**src/hdl/sfsc_pkg.sv**
```systemverilog
`timescale 1ns / 1ps
`default_nettype none

package sfsc_pkg;

    // Configuration register indexes
    typedef enum logic [1:0] {
        REG_FRAME_LENGTH  = 2'd0,
        REG_HEADER_FIRST  = 2'd1,
        REG_HEADER_SECOND = 2'd2
    } cfg_index_t;

    // Reset values of the configuration registers
    localparam logic [7:0] FRAME_LENGTH_RESET  = 8'd72;
    localparam logic [7:0] HEADER_FIRST_RESET  = 8'h5A;
    localparam logic [7:0] HEADER_SECOND_RESET = 8'hA0;

    // Shortest frame the parser will collect
    localparam logic [7:0] MIN_FRAME_LEN = 8'd12;

    // Frame byte positions of the captured fields (big endian)
    localparam logic [7:0] POS_RANGE_HI = 8'd7;
    localparam logic [7:0] POS_RANGE_LO = 8'd8;
    localparam logic [7:0] POS_CONF_HI  = 8'd9;
    localparam logic [7:0] POS_CONF_LO  = 8'd10;

    // Current configuration as seen by the parser
    typedef struct packed {
        logic [7:0] frame_length;
        logic [7:0] header_first;
        logic [7:0] header_second;
    } cfg_t;

endpackage

`default_nettype wire

```
**src/hdl/sensor_frame_sync_checksum_parser.sv**
```systemverilog
`timescale 1ns / 1ps
`default_nettype none

// Sensor frame parser: finds a two-byte header in a byte stream, collects a
// fixed-length frame, checks its inverted 8-bit sum and reports range and
// confidence once per frame.
// Input channel s_*: one received byte per transfer in s_tdata[7:0].
// Output channel m_*: one transfer per frame, on its checksum byte.
//   m_tdata[15:0] range, m_tdata[31:16] confidence, m_tuser good flag.
// Config port: cfg_we with cfg_index 0 frame length, 1 first header byte,
//   2 second header byte; other indexes are ignored. Write only while idle.
// Throughput: one byte per cycle while no result is held, set by the parser
//   update between the input register and the result register.
// A result is registered: its checksum byte passes the input register, then the parser.
// Reset: registers return to length 72, header 0x5A 0xA0; the parser hunts
//   for a header and both channels are empty.
// Stall: a held result keeps its value; the input register still takes one
//   byte, bytes that give no result keep flowing only once the result leaves.
module sensor_frame_sync_checksum_parser (
    input  wire logic        clk,
    input  wire logic        rst_n,
    input  wire logic        s_tvalid,
    output logic             s_tready,
    input  wire logic [7:0]  s_tdata,   // [7:0] rx_byte
    output logic             m_tvalid,
    input  wire logic        m_tready,
    output logic [31:0]      m_tdata,   // [15:0] range_mm, [31:16] confidence_value
    output logic             m_tuser,   // [0] frame_good
    input  wire logic        cfg_we,
    input  wire logic [1:0]  cfg_index,
    input  wire logic [7:0]  cfg_data
);

    sfsc_pkg::cfg_t cfg;
    logic           in_valid;
    logic [7:0]     in_byte;
    logic           in_take;
    logic [15:0]    out_range;
    logic [15:0]    out_conf;

    sfsc_cfg_regs u_cfg (
        .clk       (clk),
        .rst_n     (rst_n),
        .cfg_we    (cfg_we),
        .cfg_index (cfg_index),
        .cfg_data  (cfg_data),
        .cfg       (cfg)
    );

    sfsc_in_stage u_in (
        .clk      (clk),
        .rst_n    (rst_n),
        .s_tvalid (s_tvalid),
        .s_tready (s_tready),
        .s_tdata  (s_tdata),
        .in_valid (in_valid),
        .in_byte  (in_byte),
        .in_take  (in_take)
    );

    sfsc_parse_core u_core (
        .clk       (clk),
        .rst_n     (rst_n),
        .cfg       (cfg),
        .in_valid  (in_valid),
        .in_byte   (in_byte),
        .in_take   (in_take),
        .out_valid (m_tvalid),
        .out_ready (m_tready),
        .out_range (out_range),
        .out_conf  (out_conf),
        .out_good  (m_tuser)
    );

    assign m_tdata = {out_conf, out_range};

endmodule

`default_nettype wire

```
**src/hdl/sfsc_cfg_regs.sv**
```systemverilog
`timescale 1ns / 1ps
`default_nettype none

module sfsc_cfg_regs (
    input  wire logic                clk,
    input  wire logic                rst_n,
    input  wire logic                cfg_we,
    input  wire logic [1:0]          cfg_index,
    input  wire logic [7:0]          cfg_data,
    output sfsc_pkg::cfg_t           cfg
);

    sfsc_pkg::cfg_t cfg_reg;

    // Register writes; an index past the list is dropped
    always_ff @(posedge clk or negedge rst_n)
    begin
        if (!rst_n)
        begin
            cfg_reg.frame_length  <= sfsc_pkg::FRAME_LENGTH_RESET;
            cfg_reg.header_first  <= sfsc_pkg::HEADER_FIRST_RESET;
            cfg_reg.header_second <= sfsc_pkg::HEADER_SECOND_RESET;
        end
        else if (cfg_we)
        begin
            unique case (cfg_index)
                sfsc_pkg::REG_FRAME_LENGTH:  cfg_reg.frame_length  <= cfg_data;
                sfsc_pkg::REG_HEADER_FIRST:  cfg_reg.header_first  <= cfg_data;
                sfsc_pkg::REG_HEADER_SECOND: cfg_reg.header_second <= cfg_data;
                default:                     ;
            endcase
        end
    end

    assign cfg = cfg_reg;

endmodule

`default_nettype wire

```
**src/hdl/sfsc_in_stage.sv**
```systemverilog
`timescale 1ns / 1ps
`default_nettype none

module sfsc_in_stage (
    input  wire logic       clk,
    input  wire logic       rst_n,
    input  wire logic       s_tvalid,
    output logic            s_tready,
    input  wire logic [7:0] s_tdata,
    output logic            in_valid,
    output logic [7:0]      in_byte,
    input  wire logic       in_take
);

    logic       in_valid_reg;
    logic [7:0] in_byte_reg;

    // Refill whenever the held byte is empty or leaves this cycle
    assign s_tready = !in_valid_reg || in_take;

    always_ff @(posedge clk or negedge rst_n)
    begin
        if (!rst_n)
        begin
            in_valid_reg <= 1'b0;
        end
        else if (s_tready)
        begin
            in_valid_reg <= s_tvalid;
        end
    end

    // Payload: no reset
    always_ff @(posedge clk)
    begin
        if (s_tvalid && s_tready)
        begin
            in_byte_reg <= s_tdata;
        end
    end

    assign in_valid = in_valid_reg;
    assign in_byte  = in_byte_reg;

endmodule

`default_nettype wire

```
**src/hdl/sfsc_parse_core.sv**
```systemverilog
`timescale 1ns / 1ps
`default_nettype none

module sfsc_parse_core (
    input  wire logic            clk,
    input  wire logic            rst_n,
    input  wire sfsc_pkg::cfg_t  cfg,
    input  wire logic            in_valid,
    input  wire logic [7:0]      in_byte,
    output logic                 in_take,
    output logic                 out_valid,
    input  wire logic            out_ready,
    output logic [15:0]          out_range,
    output logic [15:0]          out_conf,
    output logic                 out_good
);

    typedef enum logic [1:0] {
        HUNT_FIRST  = 2'd0,
        HUNT_SECOND = 2'd1,
        COLLECT     = 2'd2
    } phase_t;

    phase_t      phase_reg;
    logic [7:0]  pos_reg;
    logic [7:0]  sum_reg;
    logic [15:0] range_cap_reg;
    logic [15:0] conf_cap_reg;
    logic        out_valid_reg;
    logic [15:0] out_range_reg;
    logic [15:0] out_conf_reg;
    logic        out_good_reg;

    logic [7:0]  last_pos;

    // Position of the checksum byte, with short lengths clamped
    always_comb
    begin
        if (cfg.frame_length < sfsc_pkg::MIN_FRAME_LEN)
        begin
            last_pos = sfsc_pkg::MIN_FRAME_LEN - 8'd1;
        end
        else
        begin
            last_pos = cfg.frame_length - 8'd1;
        end
    end

    // A byte is consumed when the result slot is free or draining
    assign in_take = in_valid && (!out_valid_reg || out_ready);

    // Parser state and result register
    always_ff @(posedge clk or negedge rst_n)
    begin
        if (!rst_n)
        begin
            phase_reg     <= HUNT_FIRST;
            pos_reg       <= 8'd0;
            sum_reg       <= 8'd0;
            range_cap_reg <= 16'd0;
            conf_cap_reg  <= 16'd0;
            out_valid_reg <= 1'b0;
            out_range_reg <= 16'd0;
            out_conf_reg  <= 16'd0;
            out_good_reg  <= 1'b0;
        end
        else
        begin
            if (out_ready)
            begin
                out_valid_reg <= 1'b0;
            end

            if (in_take)
            begin
                unique case (phase_reg)
                    HUNT_SECOND:
                    begin
                        if (in_byte == cfg.header_second)
                        begin
                            phase_reg <= COLLECT;
                            sum_reg   <= sum_reg + in_byte;
                            pos_reg   <= 8'd2;
                        end
                        else if (in_byte == cfg.header_first)
                        begin
                            // repeated first header byte restarts the header
                            phase_reg <= HUNT_SECOND;
                            pos_reg   <= 8'd1;
                            sum_reg   <= in_byte;
                        end
                        else
                        begin
                            phase_reg <= HUNT_FIRST;
                            pos_reg   <= 8'd0;
                            sum_reg   <= 8'd0;
                        end
                    end

                    COLLECT:
                    begin
                        if (pos_reg >= last_pos)
                        begin
                            // checksum byte: emit the frame, good or not
                            out_valid_reg <= 1'b1;
                            out_range_reg <= range_cap_reg;
                            out_conf_reg  <= conf_cap_reg;
                            out_good_reg  <= (~sum_reg == in_byte);
                            phase_reg     <= HUNT_FIRST;
                            pos_reg       <= 8'd0;
                            sum_reg       <= 8'd0;
                        end
                        else
                        begin
                            sum_reg <= sum_reg + in_byte;
                            if (pos_reg == sfsc_pkg::POS_RANGE_HI ||
                                pos_reg == sfsc_pkg::POS_RANGE_LO)
                            begin
                                range_cap_reg <= {range_cap_reg[7:0], in_byte};
                            end
                            else if (pos_reg == sfsc_pkg::POS_CONF_HI ||
                                     pos_reg == sfsc_pkg::POS_CONF_LO)
                            begin
                                conf_cap_reg <= {conf_cap_reg[7:0], in_byte};
                            end
                            pos_reg <= pos_reg + 8'd1;
                        end
                    end

                    default:
                    begin
                        // hunting for the first header byte, also the unused code
                        if (in_byte == cfg.header_first)
                        begin
                            phase_reg <= HUNT_SECOND;
                            pos_reg   <= 8'd1;
                            sum_reg   <= in_byte;
                        end
                        else
                        begin
                            phase_reg <= HUNT_FIRST;
                            pos_reg   <= 8'd0;
                            sum_reg   <= 8'd0;
                        end
                    end
                endcase
            end
        end
    end

    assign out_valid = out_valid_reg;
    assign out_range = out_range_reg;
    assign out_conf  = out_conf_reg;
    assign out_good  = out_good_reg;

endmodule

`default_nettype wire

```
**config.mk**
```make
export PLATFORM = sky130hd
export DESIGN_NAME = sensor_frame_sync_checksum_parser
export DESIGN_NICKNAME = d
export VERILOG_FILES = /design/src/hdl/sfsc_pkg.sv /design/src/hdl/sensor_frame_sync_checksum_parser.sv /design/src/hdl/sfsc_cfg_regs.sv /design/src/hdl/sfsc_in_stage.sv /design/src/hdl/sfsc_parse_core.sv
export SDC_FILE = /design/constraint.sdc
export NUM_CORES = 1
export LEC_CHECK = 0
export BUFFER_PORTS_ARGS = -buffer_cell sky130_fd_sc_hd__buf_2
export CAP_MARGIN = 40
export CORE_MARGIN = 10
export CORE_UTILIZATION = 50
export DETAILED_ROUTE_END_ITERATION = 10
export PLACE_DENSITY = 0.77
export SYNTH_ARGS = -nofsm -noshare
export SYNTH_HDL_FRONTEND = slang
export SYNTH_SLANG_ARGS = --single-unit
```
**constraint.sdc**
```tcl
create_clock -name clk -period 7.5 [get_ports clk]
set_input_delay 1.5 -clock clk [delete_from_list [all_inputs] [get_ports clk]]
set_output_delay 1.5 -clock clk [all_outputs]
set_load 0.05 [all_outputs]
```
* Word level (Yosys, flattened, before mapping) *
Cells that the tools add are included.

word-level totals
  bits in read-only memories = 0
  input port bits = 23
  memories kept = 0
  RAM bits = 0
  output and inout bits = 35
  register bits after elaboration = 117
  latch bits = 0
  logic and storage cells = 67

cells by class
  $lt $le $gt $ge = 2
  add/subtract/negate cells = 3
  shifts and indexed selects = 0
  muxes and demuxes = 17
  reduce and logical (&&, ||, !) cells = 16
  multipliers = 0
  bitwise gates (word level) = 3
  equal/unequal tests = 12
  div/mod/pow operators = 0

operator list
  cell                 number
  $mux 8               6
  $pmux 8 s2           2
  $eq 8x4->1 const B   3
  $eq 8x8->1           3
  $add 8x1->8 const B  1
  $add 8x8->8          1
  $eq 8x3->1 const B   1
  $ge 8x8->1           1
  $lt 8x4->1 const B   1
  $not 8->8            1
  $reduce_and 2->1     4
  $sub 8x1->8 const B  1
  $mux 1               6
  $reduce_and 5->1     1
  $eq 2x1->1 const B   2
  $eq 2x2->1 const B   2
  $logic_or 1x1->1     4
  $mux 2               2
  $pmux 2 s2           1
  $reduce_and 4->1     1
  $reduce_and 3->1     1
  $logic_and 1x1->1    2
  $logic_not 1->1      2
  $logic_not 2->1      1
  other kinds (2)      3

* Longest topological paths before layout *
Gate-level depths: netlist (run 1).

  depth after elaboration = 6
  depth in mapped cells = 14
  depth with buffers taken out = 12

* Modules after synthesis *
Synthesis (run 1) repeated with hierarchy kept, for this count alone.

second synthesis, totals
  cell total of the unflattened synthesis = 424
  area total of the unflattened synthesis = 5,679.2 sq um

modules (own cells, without submodules)
  module           cells each  instances  sequential area each (sq um)  area each (sq um)
  sfsc_parse_core  361         1          2,102.0                       4,463.0
  sfsc_cfg_regs    51          1          610.6                         922.1
  sfsc_in_stage    12          1          265.3                         294.0

* Worst setup path after synthesis (run 1) *
No wires, ideal clock.

  path type = input port to output port
  start point = in m_tready
  end point = out s_tready
  data arrival time = 1,965 ps
  stages on the path = 2
  buffers on the path = 0
  data required time = 6,000 ps
  path slack = 4,035 ps
  cell sequence = inv_1 nand3_1

on the way
  longest elaborated chain between the ends = 3

RTL lines
  what                line                                     text
  start: declaration  sensor_frame_sync_checksum_parser.sv:26  input wire logic m_tready,
  $logic_or 1x1->1    sfsc_parse_core.sv:50                    assign in_take = in_valid && (!out_valid_reg || out_ready);
  $logic_and 1x1->1   sfsc_parse_core.sv:50
  $logic_or 1x1->1    sfsc_in_stage.sv:19                      assign s_tready = !in_valid_reg || in_take;
  end: declaration    sensor_frame_sync_checksum_parser.sv:23  output logic s_tready,

Every way passes these cells.

* Worst setup path in the final report (run 1) *
  start point = reg u_cfg.cfg_reg (netlist bit u_cfg.cfg[16])
  end point = reg u_core.conf_cap_reg[1]

on the way
  longest elaborated chain between the ends = 5
  elaborated cells on any way between the ends = 6
  classes of those cells = 1 x add/sub; 2 x order compare; 1 x mux; 1 x bitwise; 1 x reduce/logical

RTL lines
  what                                              line                                          text
  start: declaration                                sfsc_cfg_regs.sv:13                           sfsc_pkg::cfg_t cfg_reg;
  $sub 8x1->8 / $lt 8x4->1 (equally long branches)  sfsc_parse_core.sv:45, sfsc_parse_core.sv:39
  $mux 8 (*)                                        sfsc_parse_core.sv:39                         if (cfg.frame_length < sfsc_pkg::MIN_FRAME_LEN)
  $ge 8x8->1 (*)                                    sfsc_parse_core.sv:102                        if (pos_reg >= last_pos)
  $not 1->1 (no source line) (*)                    -
  $reduce_and 5->1 (no source line) (*)             -
  end signal: assignment                            sfsc_parse_core.sv:124                        conf_cap_reg <= {conf_cap_reg[7:0], in_byte};
  end: declaration                                  sfsc_parse_core.sv:28                         logic [15:0] conf_cap_reg;

Every way passes the cells marked *; elsewhere a longest branch is shown, timed or not.
A chain may end at the register's enable or synchronous reset.

==> results of run 1 <==
## routing by layer
layer | track usage (%) | part of all wire, % | up-vias
met5 | 0 | 0 | -
met4 | 6.10 | 1.5 | 0
met3 | 5.21 | 5.5 | 13
met2 | 26.0 | 51 | 95
met1 | 18.4 | 42 | 1867
li1 | - | - | 1732
## through the flow
step | util [%] | setup WS [ps] | hold slack [ps]
global route | 60.7 | 3630 | 505
CTS | 60.7 | 3860 | 488
detailed placement | 55.3 | 3730 | 476
finish | 60.7 | 3850 | 481
floorplan | - | 4040 | 452
global placement | 55.2 | 3820 | 467
## worst reg2reg max path, cell delays in order (launching register included)
cell	delay (ps)
dfrtp_1	390
inv_1	80
ha_1	180
nor3b_1	320
nand2_1	110
xnor2_1	150
nand2_1	80
ha_1	290
a21o_1	200
a211oi_2	280
o31ai_2	240
and4b_1	800
mux2_2	430
## cell usage in the layout (no fill, tap or decap), types with 5 or more instances in the layout
cell | Yosys | layout
and2_1 | 5 | 5
nor2_1 | 10 | 10
inv_1 | 11 | 11
buf_2 | 5 | 57
mux2_2 | 62 | 62
nand2b_1 | 6 | 6
ha_1 | 22 | 22
a221o_1 | 7 | 7
dfstp_2 | 8 | 8
nand2_1 | 26 | 26
mux2_1 | 16 | 16
o21ai_0 | 13 | 13
xor2_1 | 11 | 11
and3_1 | 6 | 6
a21o_1 | 8 | 8
edfxtp_1 | 8 | 8
xnor2_1 | 13 | 13
a2111oi_0 | 5 | 5
a21oi_1 | 5 | 5
nor3_1 | 5 | 5
mux2_4 | 10 | 10
dfrtp_1 | 101 | 101
nand3_1 | 10 | 10
clkbuf_16 | 0 | 17
## final timing paths
kind                                   startpoint                        to  slack, ps  cells after the start
max                                 u_cfg.cfg[16]    u_core.conf_cap_reg[1]       3850                     12
min                        u_core.conf_cap_reg[8]    u_core.conf_cap_reg[8]        480                      1
max reg2reg                         u_cfg.cfg[16]    u_core.conf_cap_reg[1]       3850                     12
min reg2reg                u_core.conf_cap_reg[8]    u_core.conf_cap_reg[8]        480                      1
max in group asynchronous                   rst_n  u_core.range_cap_reg[14]       5230                      2
min in group asynchronous                   rst_n             u_cfg.cfg[21]       1150                      1
## cell families (layout without fill, tap and decap cells)
kind of cell / Yosys count / count (layout) / synth area share [%]
XOR/XNOR: 24 / 24 / 3.71
AND/OR/NAND/NOR: 97 / 97 / 9.75
adder cells (fa/ha/maj): 23 / 23 / 5.22
buffers and inverters: 25 / 103 / 2.17
flip-flops: 117 / 117 / 52.6
multiplexers: 91 / 91 / 18.7
AO/OA/AOI/OAI: 59 / 59 / 7.87
## power breakdown
group,switching [W],internal (W),total [W]
Combinational,0.0000745,0.0000688,0.000143
Clock,0.000293,0.000531,0.000824
Sequential,0.0000329,0.000674,0.000707
Total,0.000400,0.00127,0.00167
## final cells by class
class,instances,share of cell area [%]
sequential,117,44.6
inverter,11,0.619
tap,140,2.63
multi-input combinational,294,38.5
clock inverter,12,2.31
clock buffer,20,6.70
timing repair buffer,60,4.61
==> results by group, run 1 <==
Outcome
  – Status: finished clean

Worst setup path
  – Critical Path Fanout Max: 16
  – Worst EP arrival: 3950 ps
  – Crit path buf inv count: 1
  – Delay-heaviest family, CP: simple AND/OR/NAND/NOR gates
  – Max stage delay on crit path: 800 ps
  – Critical Path Source Type: register
  – Kind of critical path: register to register
  – Crit-path slowest cell: and4b_1
  – CP Capture Type: register
  – Worst-path cell chain: inv_1 > ha_1 > nor3b_1 > nand2_1 > xnor2_1 > nand2_1 > ha_1 > a21o_1 > a211oi_2 > o31ai_2 > and4b_1 > mux2_2
  – Worst path required time: 7800 ps

Place
  – Placed Cells incl. Taps: 622
  – Port Buf Inserts: 57
  – GPL Wtd Cong: 0.892
  – Placed cell areas: 6070 um2
  – DP HPWL: 8.50 mm

Timing
  – Slew margin rel.: 45.9%
  – Unrepaired setup endpoints after global routing: no
  – Slew Limit Fails: 0
  – Least-Margin Pin Slew: 807 ps
  – Min Tclk post-route: 3650 ps
  – Final Skew: 10.4 ps
  – Final Hold Fails: 0
  – Setup TNS: 0 ps
  – Fmax achieved: 274 MHz
  – Final Cycle Share: 48.7%
  – Endpoints failing setup: 0

Yosys
  – Post-Synthesis Cells: 436
  – Yosys top cell area share: 44.6%
  – Mean Syn Cell Area: 13.0 um2
  – Synth top area cells: dfrtp_1, mux2_2, ha_1, edfxtp_1, dfstp_2
  – Seq cells post-synth: 117
  – Fraction of registers with async set/reset: 93.2%
  – Post-synth top cells: dfrtp_1, mux2_2, nand2_1
  – Ys flop type: dfrtp_1
  – Seq/Total Area, Yosys: 52.6%
  – Yosys Warn Count: 0
  – Net count after synthesis: 482
  – Yosys cell types: 55
  – Top-count cell post-synth: dfrtp_1
  – Largest area contributor in the netlist: dfrtp_1
  – Area of the mapped netlist: 5660 um2
  – Number of synthesized flops with an enable pin: 8

GRT
  – Pin count of the biggest net entering global routing: 61
  – GRT overflow: 0
  – Vias in the first global route: 3,980
  – Initial antenna violation count: 0
  – Overall Global Routing Usage: 15.7%
  – Global-route wire length before repair: 20.3 mm

Clock tree
  – CTS tree: built
  – Post-CTS Setup Bufs: 0
  – Clock root buffer master: clkbuf_16
  – Clock transition at path regs: 60 ps
  – Clock buffer depth: 2
  – Post-CTS resize count: 0
  – CTS Buf Count: 17
  – Htree depth: 4
  – # hold bufs at CTS: 0
  – Clk sinks: 117
  – Worst-skew pair later-pin latency: 410 ps

Final layout
  – Share of cells above drive strength 1: 34.4%
  – # diodes: 0
  – Max reg flops: 24
  – Fin nets: 547
  – P&R area growth vs syn: 17.8%
  – Final Cell Area: 6670 um2
  – Multi-input logic area: 2570 um2
  – Fillers: 857
  – Post-route non-filler standard cell count: 654
  – Register area: 2980 um2

Drt
  – Initial DRC count: 236
  – Pre-antenna DRT Iters: 5
  – Avg Vias per Cell: 5.67
  – DR WL/cell: 18.8 um
  – Vias: 3,707
  – Antenna violation net count after detailed routing: 0
  – Drt drc: 0
  – Post-Route WL: 12.3 mm

Worst hold path
  – Tightest Hold Check Type: register to register

Power and ir drop
  – Pwr per Cell Area: 251 nW/um2
  – Max VDD drop: 0.000219 V
  – Pwr Total: 0.00167 W
  – Leak: 3.32 nW

Floorplanning
  – Top-Level Pins: 58
  – Die X-Extent: 126 um
  – Die Y-Extent: 126 um
  – Starting Density: 51.5%
  – Row count: 38
  – Die Footprint: 16,000 um2
  – CORE AREA: 11,000 um2

Job
  – MaxCap Viol Count: 0
Note: power is estimated with default switching activity, not from simulation.
==> run 2: changes to the inputs <==
Settings changed: PLACE_DENSITY 0.77 to 0.8.
Clock period 7.5 ns to 3.02 ns, I/O delays scaled along.
==> run 2 against run 1 <==
The run now ends with negative setup slack left. Via count increased by 8.4%. Largest cell class unchanged. Worst hold slack got worse by 290 ps. Clock skew decreased by 1.7 ps. Maximum frequency increased by 15%. Sequential power increased by 150%. Register-to-register slack got worse by 4000 ps. Die area unchanged. Wire length increased by 18%.
==> results by group, run 2 (synthesis gave the netlist of run 1 again) <==
Floorplanning
  – Top-Level Pins: 58
  – Die X-Extent: 126 um
  – Row count: 38
  – Die Y-Extent: 126 um
  – CORE AREA: 11,000 um2
  – Starting Density: 51.5%
  – Die Footprint: 16,000 um2

Drt
  – Drt drc: 0
  – Top Metal Used: met4
  – M1 WL: 5.55 mm
  – Vias: 4,019
  – Pre-antenna DRT Iters: 5
  – Initial DRC count: 260
  – Antenna violation net count after detailed routing: 0
  – Met3 Wirelength: 926 um
  – Avg Vias per Cell: 5.94
  – Post-Route WL: 14.5 mm
  – DR WL/cell: 21.4 um
  – Wire length on met2: 7.62 mm

Power and ir drop
  – Clock Power Share: 48.2%
  – Combinational Power Share: 11.0%
  – P_int: 0.00318 W
  – Max VDD drop: 0.000552 V
  – Pwr per Cell Area: 600 nW/um2
  – Seq pwr share: 40.8%
  – Leak: 3.50 nW
  – Switching power: 0.00112 W
  – Sw Share: 26.0%

Timing
  – Slew Limit Fails: 0
  – Slew margin rel.: 50.5%
  – Least-Margin Pin Slew: 735 ps
  – Endpoints failing setup: 66
  – Final Skew: 8.68 ps
  – Unrepaired setup endpoints after global routing: yes
  – Fmax achieved: 315 MHz
  – Setup TNS: -6780 ps
  – Final Cycle Share: 105%
  – Final Hold Fails: 0
  – Final Worst Setup Slack: -154 ps
  – Min Tclk post-route: 3170 ps

GRT
  – Pin count of the biggest net entering global routing: 66
  – Initial antenna violation count: 0
  – Overall Global Routing Usage: 17.5%
  – Vias in the first global route: 4,235
  – GRT overflow: 0
  – Global-route wire length before repair: 22.6 mm

Worst setup path
  – Critical R2R Launch: u_cfg.cfg[17]
  – R2r worst-path depth: 12
  – Critical Path Fanout Max: 8
  – Setup crit end: u_core.out_conf[4]
  – Worst EP arrival: 3470 ps
  – Setup slack, reg-to-reg: -150 ps
  – Worst path required time: 3310 ps
  – CP Capture Type: register
  – CP startpoint: u_cfg.cfg[17]
  – Kind of critical path: register to register
  – Critical Path Source Type: register
  – FF-to-FF End: u_core.out_conf[4]

Clock tree
  – Clock root buffer master: clkbuf_16
  – CTS Buf Count: 17
  – Worst-skew pair later-pin latency: 410 ps
  – Clk sinks: 117
  – Clock buffer depth: 2
  – # hold bufs at CTS: 0
  – Clock transition at path regs: 60 ps
  – CTS tree: built
  – Htree depth: 4

Outcome
  – Failing checks: negative setup slack
  – Status: finished with violations

Final layout
  – Register area: 2980 um2
  – Share of cells above drive strength 1: 41.5%
  – P&R area growth vs syn: 26.7%
  – Multi-input logic area: 2750 um2
  – # diodes: 0
  – Fin nets: 570
  – Max reg flops: 24
  – Commonest non-fill, non-tap cell in the layout: dfrtp_1
  – Commonest non-fill, non-tap cells in the layout: dfrtp_1, mux2_2, buf_2, nand2_1
  – Fillers: 762

Place
  – GPL Wtd Cong: 0.875
  – Port Buf Inserts: 57
  – Dpl ws: -158 ps
  – DP HPWL: 8.77 mm

Worst hold path
  – Tightest Hold Check Type: primary input to asynchronous set/reset pin

Job
  – MaxCap Viol Count: 0
[run 2: power groups by stage]
stage / Sequential (W) / Combinational [W] / Clock [W]
finish: 0.00176 / 0.000472 / 0.00208
global route: 0.00176 / 0.000511 / 0.00218
CTS: 0.00175 / 0.000427 / 0.00209
detailed placement: 0.00177 / 0.000401 / 0
global placement: 0.00177 / 0.000379 / 0
floorplan: 0.00175 / 0.000261 / 0
[run 2: through the flow]
| stage | cells | hold slack [ps] | area (um2) | power, W | util, % |
|---|---|---|---|---|---|
| 2_1_floorplan | 436 | 308 | 5670 | 0.00201 | - |
| 3_3_place_gp | 634 | 466 | 6210 | 0.00215 | 56.6 |
| 3_5_place_dp | 634 | 476 | 6210 | 0.00217 | 56.6 |
| 4_1_cts | 676 | 217 | 7050 | 0.00426 | 64.2 |
| 5_1_grt | 677 | 235 | 7170 | 0.00446 | 65.3 |
| 6_report | 677 | 195 | 7170 | 0.00430 | 65.3 |
[run 2: critical path: stages, from the launching register on]
cell and delay, ps:
dfrtp_1 380, or3_4 380, or3_4 400, xnor2_2 130, nand2_1 70, ha_2 350
nand3_4 100, o31a_1 340, nor3_4 180, buf_6 160, buf_12 100, buf_16 120
mux2_2 330
[run 2: layout make-up]
cell class	count	share of cell area (%)
Sequential cell	117	41.5
Multi-Input combinational cell	294	38.3
Timing Repair Buffer	83	8.60
Clock buffer	18	6.28
Tap cell	140	2.44
Clock inverter	14	2.27
Inverter	11	0.576
[run 2: what timing repair did]
item,4_1_cts,5_1_grt
gates resized for setup,20,28
pin swaps,2,8
setup buffers,7,2
cloned,3,1
endpoints found under the setup margin,69,78
[run 2: how the worst min path moves through the flow]
stage          cells past startpoint  slack (ps)             endpoint           startpoint
3_3_place_gp                       1         470   u_core.out_conf[8]   u_core.out_conf[8]
6_report                           1         200        u_cfg.cfg[16]                rst_n
5_1_grt                            1         240        u_cfg.cfg[16]                rst_n
3_5_place_dp                       1         480  u_core.out_conf[14]  u_core.out_conf[14]
2_1_floorplan                      0         310         u_cfg.cfg[0]                rst_n
4_1_cts                            1         220        u_cfg.cfg[17]                rst_n
[run 2: per-layer routing]
metal	track usage [%]	vias to the layer above
met3	5.29	41
met4	7.43	0
li1	-	1775
met5	0	-
met1	20.4	2038
met2	29.4	165
